### src/rtl/core/mssr_pkg.sv
// Shared types and constants for the motor soft-start ramp controller.
// No dependencies; used by mssr_arith and motor_soft_start_ramp_with_timeout.
package mssr_pkg;

  // Fixed field widths
  localparam int LEN_BITS      = 16;  // ramp length, elapsed slice, idle limit
  localparam int FUNC_BITS     = 3;
  localparam int CFG_IDX_BITS  = 2;
  localparam int CFG_DATA_BITS = 16;  // widest configuration register

  // Parameter defaults
  localparam int DUTY_BITS_DEF = 8;
  localparam int TIME_BITS_DEF = 32;

  // Reset values of the configuration registers
  localparam int RST_START_DUTY = 100;
  localparam int RST_END_DUTY   = 255;
  localparam int RST_RAMP_LEN   = 2000;
  localparam int RST_IDLE_LIMIT = 30;

  // Configuration register indexes
  localparam logic [CFG_IDX_BITS-1:0] REG_START_DUTY = 2'd0;
  localparam logic [CFG_IDX_BITS-1:0] REG_END_DUTY   = 2'd1;
  localparam logic [CFG_IDX_BITS-1:0] REG_RAMP_LEN   = 2'd2;
  localparam logic [CFG_IDX_BITS-1:0] REG_IDLE_LIMIT = 2'd3;

  // Command codes
  localparam logic [FUNC_BITS-1:0] FN_START  = 3'd0;
  localparam logic [FUNC_BITS-1:0] FN_UPDATE = 3'd1;
  localparam logic [FUNC_BITS-1:0] FN_STOP   = 3'd2;
  localparam logic [FUNC_BITS-1:0] FN_CANCEL = 3'd3;
  localparam logic [FUNC_BITS-1:0] FN_REARM  = 3'd4;
  localparam logic [FUNC_BITS-1:0] FN_TICK   = 3'd5;

  // Top-level sequencer
  typedef enum logic [1:0] {
    ST_IDLE,
    ST_CALC,
    ST_SEND
  } ctrl_state_t;

  // Shared multiply/divide unit phases
  typedef enum logic [1:0] {
    PH_IDLE,
    PH_MUL,
    PH_DIV
  } arith_phase_t;

endpackage

### src/rtl/core/mssr_arith.sv
// Serial multiply-then-divide unit: quot = factor * elapsed / length.
// One shared add/subtract datapath, shift-add then restoring division.
// Depends on mssr_pkg.
module mssr_arith #(
  parameter int DUTY_BITS = mssr_pkg::DUTY_BITS_DEF
) (
  input  logic                          clk,
  input  logic                          rst,
  input  logic                          start,
  input  logic [DUTY_BITS-1:0]          factor,
  input  logic [mssr_pkg::LEN_BITS-1:0] elapsed,
  input  logic [mssr_pkg::LEN_BITS-1:0] length,
  output logic                          done,
  output logic [DUTY_BITS-1:0]          quot
);

  localparam int LB        = mssr_pkg::LEN_BITS;
  localparam int PROD_BITS = DUTY_BITS + LB;
  localparam int CNT_BITS  = $clog2(PROD_BITS);

  mssr_pkg::arith_phase_t phase;
  logic [CNT_BITS-1:0]  cnt;
  logic [PROD_BITS-1:0] prod;     // product, then dividend/quotient shifter
  logic [LB-1:0]        rem;
  logic [LB-1:0]        mcand;
  logic [LB-1:0]        divisor;

  // shared adder
  logic          sub;
  logic [LB:0]   op_a;
  logic [LB:0]   op_b;
  logic [LB+1:0] sum;
  logic          qbit;

  always_comb begin
    sub = (phase == mssr_pkg::PH_DIV);
    if (sub) begin
      op_a = {rem, prod[PROD_BITS-1]};
      op_b = {1'b0, divisor};
    end else begin
      op_a = {1'b0, prod[PROD_BITS-1:DUTY_BITS]};
      op_b = prod[0] ? {1'b0, mcand} : '0;
    end
    sum  = {1'b0, op_a} + {1'b0, (sub ? ~op_b : op_b)} + (LB+2)'(sub);
    qbit = sum[LB+1];  // no borrow on subtract
  end

  always_ff @(posedge clk) begin
    if (rst) begin
      phase <= mssr_pkg::PH_IDLE;
      cnt   <= '0;
      done  <= 1'b0;
    end else begin
      done <= 1'b0;
      case (phase)
        mssr_pkg::PH_IDLE: begin
          if (start) begin
            phase <= mssr_pkg::PH_MUL;
            cnt   <= CNT_BITS'(DUTY_BITS - 1);
          end
        end
        mssr_pkg::PH_MUL: begin
          if (cnt == '0) begin
            phase <= mssr_pkg::PH_DIV;
            cnt   <= CNT_BITS'(PROD_BITS - 1);
          end else begin
            cnt <= cnt - CNT_BITS'(1);
          end
        end
        mssr_pkg::PH_DIV: begin
          if (cnt == '0) begin
            phase <= mssr_pkg::PH_IDLE;
            done  <= 1'b1;
          end else begin
            cnt <= cnt - CNT_BITS'(1);
          end
        end
        default: phase <= mssr_pkg::PH_IDLE;
      endcase
    end
  end

  // datapath, no reset
  always_ff @(posedge clk) begin
    case (phase)
      mssr_pkg::PH_IDLE: begin
        if (start) begin
          prod    <= PROD_BITS'(factor);
          mcand   <= elapsed;
          divisor <= length;
          rem     <= '0;
        end
      end
      mssr_pkg::PH_MUL: begin
        prod <= {sum[LB:0], prod[DUTY_BITS-1:1]};
      end
      mssr_pkg::PH_DIV: begin
        rem  <= qbit ? sum[LB-1:0] : op_a[LB-1:0];
        prod <= {prod[PROD_BITS-2:0], qbit};
      end
      default: ;
    endcase
  end

  // elapsed < length, so the quotient stays below factor
  assign quot = prod[DUTY_BITS-1:0];

endmodule

### src/rtl/core/motor_soft_start_ramp_with_timeout.sv
// Motor soft-start ramp controller with inactivity watchdog, top level (mssr_pkg, mssr_arith).
// Timing: a plain command's result is registered on acceptance and offered in the next cycle;
//   an interpolating update waits in ST_CALC for the serial multiply and divide in mssr_arith.
// Flow: s_axis_tready is high only while idle, so a new command is taken only after the
//   previous result has been sent and taken; m_axis_tready held low stalls the stream.
// Reset (rst, synchronous): flags, timer and counters clear, config to defaults.
module motor_soft_start_ramp_with_timeout #(
  parameter int DUTY_BITS = mssr_pkg::DUTY_BITS_DEF,  // 4..16
  parameter int TIME_BITS = mssr_pkg::TIME_BITS_DEF   // 16..32
) (
  input  logic clk,
  input  logic rst,

  // command stream
  input  logic s_axis_tvalid,
  output logic s_axis_tready,
  // [2:0] func, [TIME_BITS+2:3] now_ms, rest zero
  input  logic [((mssr_pkg::FUNC_BITS+TIME_BITS+7)/8)*8-1:0] s_axis_tdata,

  // result stream
  output logic m_axis_tvalid,
  input  logic m_axis_tready,
  // [DUTY_BITS-1:0] duty, then duty_write, is_ramping, is_latched,
  // timer_armed, timed_out; rest zero
  output logic [((DUTY_BITS+5+7)/8)*8-1:0] m_axis_tdata,

  // configuration writes
  input  logic                               cfg_wr_en,
  input  logic [mssr_pkg::CFG_IDX_BITS-1:0]  cfg_index,
  input  logic [mssr_pkg::CFG_DATA_BITS-1:0] cfg_data
);

  localparam int LB    = mssr_pkg::LEN_BITS;
  localparam int FB    = mssr_pkg::FUNC_BITS;
  localparam int OUT_W = ((DUTY_BITS+5+7)/8)*8;

  // configuration registers
  logic [DUTY_BITS-1:0] start_duty;
  logic [DUTY_BITS-1:0] end_duty;
  logic [LB-1:0]        ramp_length_ms;
  logic [LB-1:0]        idle_limit_ticks;

  // controller state
  logic                 ramp_active, ramp_active_next;
  logic                 held_at_max, held_at_max_next;
  logic [TIME_BITS-1:0] ramp_begin_ms, ramp_begin_ms_next;
  logic [LB-1:0]        idle_count, idle_count_next;
  logic                 watchdog_on, watchdog_on_next;

  // result register
  logic [DUTY_BITS-1:0] res_duty, res_duty_next;
  logic                 res_write, res_write_next;
  logic                 res_expired, res_expired_next;

  mssr_pkg::ctrl_state_t state, state_next;

  logic                 accept;
  logic [FB-1:0]        in_func;
  logic [TIME_BITS-1:0] in_now;
  logic [TIME_BITS-1:0] elapsed;
  logic                 ramp_done;
  logic                 rising;
  logic [DUTY_BITS-1:0] span;
  logic                 calc_go;
  logic                 arith_done;
  logic [DUTY_BITS-1:0] arith_quot;

  assign accept  = s_axis_tvalid & s_axis_tready;
  assign in_func = s_axis_tdata[FB-1:0];
  assign in_now  = s_axis_tdata[TIME_BITS+FB-1:FB];

  // wrapping elapsed time; a zero length always counts as finished
  assign elapsed   = in_now - ramp_begin_ms;
  assign ramp_done = elapsed >= TIME_BITS'(ramp_length_ms);

  // ramp direction and magnitude of the duty swing
  assign rising = end_duty >= start_duty;
  assign span   = rising ? (end_duty - start_duty) : (start_duty - end_duty);

  // configuration port
  always_ff @(posedge clk) begin
    if (rst) begin
      start_duty       <= DUTY_BITS'(mssr_pkg::RST_START_DUTY);
      end_duty         <= DUTY_BITS'(mssr_pkg::RST_END_DUTY);
      ramp_length_ms   <= LB'(mssr_pkg::RST_RAMP_LEN);
      idle_limit_ticks <= LB'(mssr_pkg::RST_IDLE_LIMIT);
    end else if (cfg_wr_en) begin
      case (cfg_index)
        mssr_pkg::REG_START_DUTY: start_duty       <= cfg_data[DUTY_BITS-1:0];
        mssr_pkg::REG_END_DUTY:   end_duty         <= cfg_data[DUTY_BITS-1:0];
        mssr_pkg::REG_RAMP_LEN:   ramp_length_ms   <= cfg_data[LB-1:0];
        mssr_pkg::REG_IDLE_LIMIT: idle_limit_ticks <= cfg_data[LB-1:0];
        default: ;
      endcase
    end
  end

  // command decode: everything but the interpolated duty settles here
  always_comb begin
    ramp_active_next   = ramp_active;
    held_at_max_next   = held_at_max;
    ramp_begin_ms_next = ramp_begin_ms;
    idle_count_next    = idle_count;
    watchdog_on_next   = watchdog_on;
    res_duty_next      = '0;
    res_write_next     = 1'b0;
    res_expired_next   = 1'b0;
    calc_go            = 1'b0;
    case (in_func)
      mssr_pkg::FN_START: begin
        // ignored while ramping or latched
        if (!ramp_active && !held_at_max) begin
          ramp_begin_ms_next = in_now;
          ramp_active_next   = 1'b1;
          res_duty_next      = start_duty;
          res_write_next     = 1'b1;
        end
      end
      mssr_pkg::FN_UPDATE: begin
        if (ramp_active) begin
          res_write_next = 1'b1;
          if (ramp_done) begin
            res_duty_next    = end_duty;
            ramp_active_next = 1'b0;
            held_at_max_next = 1'b1;
          end else begin
            calc_go = 1'b1;  // duty filled in by the divide unit
          end
        end
      end
      mssr_pkg::FN_STOP: begin
        res_write_next   = 1'b1;
        ramp_active_next = 1'b0;
        held_at_max_next = 1'b0;
      end
      mssr_pkg::FN_CANCEL: begin
        ramp_active_next = 1'b0;
        held_at_max_next = 1'b0;
      end
      mssr_pkg::FN_REARM: begin
        watchdog_on_next = 1'b1;
        idle_count_next  = idle_limit_ticks;
      end
      mssr_pkg::FN_TICK: begin
        if (idle_count != '0) begin
          idle_count_next = idle_count - LB'(1);
        end else if (watchdog_on) begin
          // watchdog expiry forces the motors off
          watchdog_on_next = 1'b0;
          ramp_active_next = 1'b0;
          held_at_max_next = 1'b0;
          res_write_next   = 1'b1;
          res_expired_next = 1'b1;
        end
      end
      default: ;  // unused codes only report the flags
    endcase
  end

  always_ff @(posedge clk) begin
    if (rst) begin
      ramp_active   <= 1'b0;
      held_at_max   <= 1'b0;
      ramp_begin_ms <= '0;
      idle_count    <= '0;
      watchdog_on   <= 1'b0;
    end else if (accept) begin
      ramp_active   <= ramp_active_next;
      held_at_max   <= held_at_max_next;
      ramp_begin_ms <= ramp_begin_ms_next;
      idle_count    <= idle_count_next;
      watchdog_on   <= watchdog_on_next;
    end
  end

  // result register; interpolated duty lands when the divide finishes
  always_ff @(posedge clk) begin
    if (accept) begin
      res_duty    <= res_duty_next;
      res_write   <= res_write_next;
      res_expired <= res_expired_next;
    end else if (state == mssr_pkg::ST_CALC && arith_done) begin
      res_duty <= rising ? (start_duty + arith_quot) : (start_duty - arith_quot);
    end
  end

  // span * elapsed / length, serial
  mssr_arith #(
    .DUTY_BITS(DUTY_BITS)
  ) u_arith (
    .clk     (clk),
    .rst     (rst),
    .start   (accept & calc_go),
    .factor  (span),
    .elapsed (elapsed[LB-1:0]),
    .length  (ramp_length_ms),
    .done    (arith_done),
    .quot    (arith_quot)
  );

  // sequencer
  always_ff @(posedge clk) begin
    if (rst) begin
      state <= mssr_pkg::ST_IDLE;
    end else begin
      state <= state_next;
    end
  end

  always_comb begin
    state_next = state;
    case (state)
      mssr_pkg::ST_IDLE: begin
        if (accept) begin
          state_next = calc_go ? mssr_pkg::ST_CALC : mssr_pkg::ST_SEND;
        end
      end
      mssr_pkg::ST_CALC: begin
        if (arith_done) begin
          state_next = mssr_pkg::ST_SEND;
        end
      end
      mssr_pkg::ST_SEND: begin
        if (m_axis_tready) begin
          state_next = mssr_pkg::ST_IDLE;
        end
      end
      default: state_next = mssr_pkg::ST_IDLE;
    endcase
  end

  always_comb begin
    s_axis_tready = 1'b0;
    m_axis_tvalid = 1'b0;
    case (state)
      mssr_pkg::ST_IDLE: s_axis_tready = 1'b1;
      mssr_pkg::ST_SEND: m_axis_tvalid = 1'b1;
      default: ;
    endcase
  end

  // flags reflect controller state after the command
  assign m_axis_tdata = OUT_W'({res_expired, watchdog_on, held_at_max, ramp_active,
                                res_write, res_duty});

endmodule

### config.mk
export PLATFORM = sky130hd
export DESIGN_NAME = motor_soft_start_ramp_with_timeout
export DESIGN_NICKNAME = d
export VERILOG_FILES = /design/src/rtl/core/mssr_pkg.sv /design/src/rtl/core/mssr_arith.sv /design/src/rtl/core/motor_soft_start_ramp_with_timeout.sv
export SDC_FILE = /design/constraint.sdc
export NUM_CORES = 1
export LEC_CHECK = 0
export BUFFER_PORTS_ARGS = -buffer_cell sky130_fd_sc_hd__buf_2
export CAP_MARGIN = 15
export CORE_MARGIN = 2
export CORE_UTILIZATION = 52
export CTS_BUF_LIST = sky130_fd_sc_hd__clkbuf_16
export CTS_CLUSTER_DIAMETER = 80
export DETAILED_ROUTE_END_ITERATION = 8
export HOLD_SLACK_MARGIN = 0.05
export PLACE_DENSITY = 0.69
export SLEW_MARGIN = 25
export SYNTH_ARGS = -nofsm -noshare
export SYNTH_HDL_FRONTEND = slang
export SYNTH_SLANG_ARGS = --single-unit
### constraint.sdc
create_clock -name clk -period 8 [get_ports clk]
set_input_delay 0.4 -clock clk [delete_from_list [all_inputs] [get_ports clk]]
set_output_delay 0.4 -clock clk [all_outputs]
set_load 0.05 [all_outputs]
# Word level (Yosys, flattened, before mapping)
# Cells that the tools add are included.
[op_classes]
n_reduce_logical = 33
n_eq_ne = 25
bitwise = 4
add_sub_neg = 9
magnitude_cmp = 2
muxes = 52
[ops]
columns = ["operator", "count"]
rows = [
  ["$pmux 24 s3", 1],
  ["$mux 16", 4],
  ["$pmux 16 s2", 2],
  ["$mux 8", 7],
  ["$mux 17", 3],
  ["$ge 32x16->1", 1],
  ["$sub 32x32->32", 1],
  ["$mux 24", 1],
  ["$sub 8x8->8", 3],
  ["$ne 2x2->1 const B", 10],
  ["$add 17x17->18", 1],
  ["$add 18x1->18", 1],
  ["$reduce_and 3->1", 6],
  ["$not 17->17", 1],
  ["$mux 1", 16],
  ["$pmux 8 s2", 1],
  ["$reduce_bool 16->1", 1],
  ["$sub 16x1->16 const B", 1],
  ["$mux 5", 3],
  ["$pmux 5 s3", 1],
  ["$mux 2", 7],
  ["$reduce_and 2->1", 7],
  ["$pmux 2 s3", 2],
  ["$add 8x8->8", 1],
  ["24 further kinds", 43],
]
[totals]
word_cells = 145
reg_bits = 191
out_inout_bits = 18

# Longest topological paths before layout
[logic_depth]
word_depth = 8
depth_mapped = 22
mapped_depth_nobuf = 21

# By module
# Synthesis repeated with hierarchy kept, for this count alone.
[hier_totals]
cells_unflattened = 1551
hier_area_um2 = 13208.9
[modules_own_cells]
columns = ["module", "cells_per_inst", "n_inst", "area_each_um2"]
rows = [
  ["motor_soft_start_ramp_with_timeout", 1126, 1, 8583.2],
  ["mssr_arith", 425, 1, 4625.7],
]

# Least setup slack after synthesis
# Ideal clock, no wire load.
[synth_timing]
kind = "input -> register"
startpoint = "in s_axis_tdata[3] (netlist name)"
endpoint = "reg u_arith.rem[0], enable pin"
required_ns = 7.632
cell_stages = 18
t_arrival_ns = 5.258
path_slack_ns = 2.374
path_cell_list = "inv_1 -> ha_1 -> inv_1 -> fa_1 -> a211oi_1 -> o211ai_1 -> a31oi_4 -> o21ai_2 -> xnor2_1 -> ha_1 -> a21oi_1 -> a21boi_0 -> a2111oi_0 -> nand2_1 -> nor4b_1 -> nand4_1 -> nor2_1 -> a21o_1"
[synth_between]
elab_chain_cells = 8
[synth_lines]
columns = ["item", "line", "source"]
rows = [
  ["start: declaration", "motor_soft_start_ramp_with_timeout.sv:18", "input logic [((mssr_pkg::FUNC_BITS+TIME_BITS+7)/8)*8-1:0] s_axis_tdata,"],
  ["$sub 32x32->32", "motor_soft_start_ramp_with_timeout.sv:73", "assign elapsed = in_now - ramp_begin_ms;"],
  ["net elapsed[14]", "motor_soft_start_ramp_with_timeout.sv:60", "logic [TIME_BITS-1:0] elapsed;"],
  ["$ge 32x16->1", "motor_soft_start_ramp_with_timeout.sv:74", "assign ramp_done = elapsed >= TIME_BITS'(ramp_length_ms);"],
  ["$mux 1", "motor_soft_start_ramp_with_timeout.sv:122", "if (ramp_done) begin"],
  ["$mux 1", "motor_soft_start_ramp_with_timeout.sv:120", "if (ramp_active) begin"],
  ["$mux 1", "motor_soft_start_ramp_with_timeout.sv:109", "case (in_func)"],
  ["$and 1x1->1", "motor_soft_start_ramp_with_timeout.sv:193", ".start (accept & calc_go),"],
  ["$ne 2x1->1 (no source line)", "n/a", ""],
  ["$reduce_and 2->1 (no source line)", "n/a", ""],
  ["end signal: assignment", "mssr_arith.sv:98", "rem <= qbit ? sum[LB-1:0] : op_a[LB-1:0];"],
  ["end: declaration", "mssr_arith.sv:24", "logic [LB-1:0] rem;"],
]
# The timed path passes the listed nets, and every way through them passes these cells.
# A chain may end at the register's enable or synchronous reset.

# Worst setup path in the final report
[layout_timing]
startpoint = "reg ramp_begin_ms[0]"
endpoint = "reg u_arith.prod[18], enable pin"
[layout_between]
elab_chain_cells = 8
[layout_lines]
columns = ["item", "line", "source"]
rows = [
  ["start: declaration", "motor_soft_start_ramp_with_timeout.sv:46", "logic [TIME_BITS-1:0] ramp_begin_ms, ramp_begin_ms_next;"],
  ["start signal: assignment", "motor_soft_start_ramp_with_timeout.sv:170", "ramp_begin_ms <= ramp_begin_ms_next;"],
  ["$sub 32x32->32", "motor_soft_start_ramp_with_timeout.sv:73", ""],
  ["net elapsed[14]", "motor_soft_start_ramp_with_timeout.sv:60", ""],
  ["$ge 32x16->1", "motor_soft_start_ramp_with_timeout.sv:74", ""],
  ["$mux 1", "motor_soft_start_ramp_with_timeout.sv:122", ""],
  ["$mux 1", "motor_soft_start_ramp_with_timeout.sv:120", ""],
  ["$mux 1", "motor_soft_start_ramp_with_timeout.sv:109", ""],
  ["$and 1x1->1", "motor_soft_start_ramp_with_timeout.sv:193", ""],
  ["$ne 2x1->1 (no source line)", "n/a", ""],
  ["$reduce_and 2->1 (no source line)", "n/a", ""],
  ["end signal: assignment", "mssr_arith.sv:88", "prod <= PROD_BITS'(factor);"],
  ["end signal: assignment", "mssr_arith.sv:95", "prod <= {sum[LB:0], prod[DUTY_BITS-1:1]};"],
  ["end signal: assignment", "mssr_arith.sv:99", "prod <= {prod[PROD_BITS-2:0], qbit};"],
  ["end: declaration", "mssr_arith.sv:23", "logic [PROD_BITS-1:0] prod;"],
]
# The timed path passes the listed nets, and every way through them passes these cells.

==> results.yml <==
grt:
  grt_pass1_vias: 10100
  antenna_found_initial: 0
  grt_use_total_pct: 23.4
  grt_max_degree: 84
  grt_pass1_wl_um: 49100
  grt_overflow: 0
placed_design:
  place_ws_ns: 2.49
  dpl-instance-area_sq_mm: 0.0131
  dpl.hpwl_um: 21900
  gp_congestion: 0.897
  port_buffers: 72
critical_path:
  cp_slowest_stage_delay_ns: 0.55
  crit_required_ns: 8.10
  crit_fanout: 24
  crit_path_top_delay_cell: "nor4b_1"
  critPathLaunchType: "flop"
  cp.buffers_inverters: 2
  worstRegToRegCells: 18
  cp_cell_sequence: "ha_1 > inv_1 > fa_1 > a211oi_1 > o211ai_1 > a31oi_4 > o21ai_2 > xnor2_1 > ha_1 > a21oi_1 > a21boi_0 > a2111oi_0 > nand2_1 > nor4b_1 > and4b_1 > a31oi_1 > nor2_2 > buf_4"
  critical_path_arrival_ns: 5.50
  critPathMostFrequentCell: "ha_1"
  cp.depth: 18
  path_class: "flop to flop"
  end_kind: "flop"
  path_delay_family: "compound AO/OA/AOI/OAI gates"
power_and_ir_drop:
  p_total_mw: 2.27
  p_seq_share_pct: 46.4
  p_sw_share_pct: 28.5
  p_leak_nw: 5.39
  ir_drop_v: 0.000129
  p_per_area_mw_per_mm2: 166
  clock_power_share_pct: 36.9
  p_int_mw: 1.62
  p_switching_mw: 0.646
  combPwrFrac_pct: 16.6
sta:
  tns_ns: 0
  layout_setup_ws_ns: 2.59
  max_slew_margin_pct: 38.8
  worst_pin_slew_ns: 0.918
  rsz0062_at_grt: "no"
  hold_violations: 0
  fin_skew_ns: 0.0145
  clock.fmax_mhz: 185
  min_period_over_period_pct: 67.6
  finalMaxSlewViolations: 0
  fin_crit_ns: 5.41
  setup_viol: 0
yosys:
  synth_mux_area_share_pct: 2.26
  synth_area_per_cell_sq_um: 8.19
  synthFlopType: "dfxtp_1"
  ys_async_sr_fraction_pct: 0
  ys_seq_area_share_pct: 37.0
  synth_area_sq_mm: 0.0125
  synth.top_cell.area_share_pct: 19.6
  synth_top_area_cell: "edfxtp_1"
  synth_xor_area_share_pct: 3.70
  synth_cell_type_count: 77
  synth_top_family_by_area: "compound AO/OA/AOI/OAI gates"
  syn-instance-count: 1530
  yosys.area_share.simple_pct: 19.2
  synth-seq-cells: 191
  synth_area_leaders: "edfxtp_1, dfxtp_1, ha_1"
  synth_adder_area_share_pct: 9.88
  synth_compound_area_share_pct: 22.0
  synth_most_common_cell: "nand2_1"
  ys_top_cells_by_count: "nand2_1, a21oi_1, nor2_1, dfxtp_1, inv_1"
  ys_warn_count: 0
  synth_edf_count: 82
cells_and_area:
  fin_area_sq_mm: 0.0136
  syn_to_final_growth_pct: 8.86
  antennaDiodeCount: 0
  nets: 1714
  drive_above_1_share_pct: 9.31
  fill_cells: 2241
hold_path:
  min_path_type: "input pin to flop"
  holdPathStages: 3
job:
  maxCapViolCount: 0
clock_network:
  cts_tree: "built"
  clk_pin_slew_ns: 0.07
  post-cts-setup-buffers: 0
  cts.sinks: 191
  cts.htree.levels: 4
  numCtsBuffers: 17
  clock_latency_ns: 0.44
  root_buffer: "clkbuf_16"
  cts_max_path_buffers: 2
  cts-resized-gates: 0
  ctsHoldBuffers: 0
route:
  viasPerCell: 5.75
  vias: 10800
  dr.pass1.iters: 5
  wl_per_cell_um: 15.9
  detail_route.wirelength_um: 30000
  drc: 0
  drtIter0Drc: 669
  ant_nets: 0
die:
  io_pins: 81
  rows: 56
  initial_core_util_pct: 53.3
  die_w_um: 159
  dieArea_sq_mm: 0.0254
  die_h_um: 159
  core_sq_mm: 0.0235
outcome:
  status: "finished clean"
power groups by stage:
stage | Sequential (mW) | Combinational, mW | Clock [mW]
after floorplan | 1.09 | 0.268 | 0
after global placement | 1.07 | 0.366 | 0
after detailed placement | 1.08 | 0.373 | 0
after CTS | 1.05 | 0.376 | 0.853
after global routing | 1.06 | 0.421 | 0.892
final | 1.05 | 0.377 | 0.838
state kept, by name (all words and copies together) (netlist names), 16 cells and up:
register / cells
ramp_begin_ms: 32
u_arith.prod: 24
idle_count: 16
idle_limit_ticks: 16
ramp_length_ms: 16
u_arith.divisor: 16
u_arith.mcand: 16
u_arith.rem: 16
final cells by class:
cell class / count / area, sq um / area share, %
Tap cell: 319 / 399 / 2.92
Clock inverter: 13 / 95.1 / 0.697
Inverter: 108 / 405 / 2.97
Multi-Input combinational cell: 1155 / 7190 / 52.7
Sequential cell: 191 / 4640 / 34.0
Timing Repair Buffer: 82 / 438 / 3.21
Clock buffer: 19 / 475 / 3.48
stage by stage:
| step | hold slack, ns | utilization [%] | std cells |
|---|---|---|---|
| final | 0.212 | 58.0 | 1887 |
| after global routing | 0.213 | 58.0 | 1887 |
| after CTS | 0.199 | 58.0 | 1887 |
| after detailed placement | 0.440 | 55.5 | 1855 |
| after global placement | 0.436 | 55.5 | 1855 |
| after floorplan | 0.408 | - | 1532 |
cell families after synthesis:
kind of cell,after synthesis
AO/OA/AOI/OAI,435
XOR/XNOR,53
adder cells (fa/ha/maj),96
buffers and inverters,186
flip-flops,191
multiplexers,28
other,1
AND/OR/NAND/NOR,540
cells in the final DEF (no fill, tap or decap), drive strengths merged, types with 9 or more instances in the layout:
cell type / count
or3: 14
o21a: 15
nor2b: 11
or2: 9
a21oi: 151
edfxtp: 82
a211oi: 9
o21ai: 92
nand3: 25
o22ai: 10
o211ai: 15
ha: 91
xnor2: 35
a211o: 16
clkbuf: 19
a21o: 23
nor2: 124
nand2b: 15
nand3b: 9
mux2i: 26
nor3: 25
a32oi: 10
xor2: 18
o31ai: 9
inv: 117
dfxtp: 109
buf: 82
nand2: 267
a22oi: 25
per-layer routing:
layer / up-vias / wire length [um] / track usage, %
li1: 5443 / - / -
met1: 5097 / 13700 / 31.2
met2: 261 / 14500 / 39.8
met3: 45 / 1230 / 3.39
met4: 0 / 610 / 6.61
met5: - / 0 / 0
worst reg2reg max path, stage by stage (launching register included):
cell	delay, ns
dfxtp_1	0.33
ha_1	0.17
inv_1	0.05
fa_1	0.42
a211oi_1	0.32
o211ai_1	0.26
a31oi_4	0.34
o21ai_2	0.14
xnor2_1	0.25
ha_1	0.31
a21oi_1	0.16
a21boi_0	0.09
a2111oi_0	0.47
nand2_1	0.10
nor4b_1	0.55
and4b_1	0.36
a31oi_1	0.23
nor2_2	0.14
buf_4	0.35
path summary, 6_finish.rpt:
path	to	slack, ns	from
worst max-delay path	u_arith.prod[18]	2.59	ramp_begin_ms[0]
worst min-delay path	ramp_begin_ms[0]	0.21	s_axis_tdata[3]
worst max register to register	u_arith.prod[18]	2.59	ramp_begin_ms[0]
worst min register to register	ramp_begin_ms[22]	0.45	ramp_begin_ms[22]
Power figures use the tool's default switching activity.
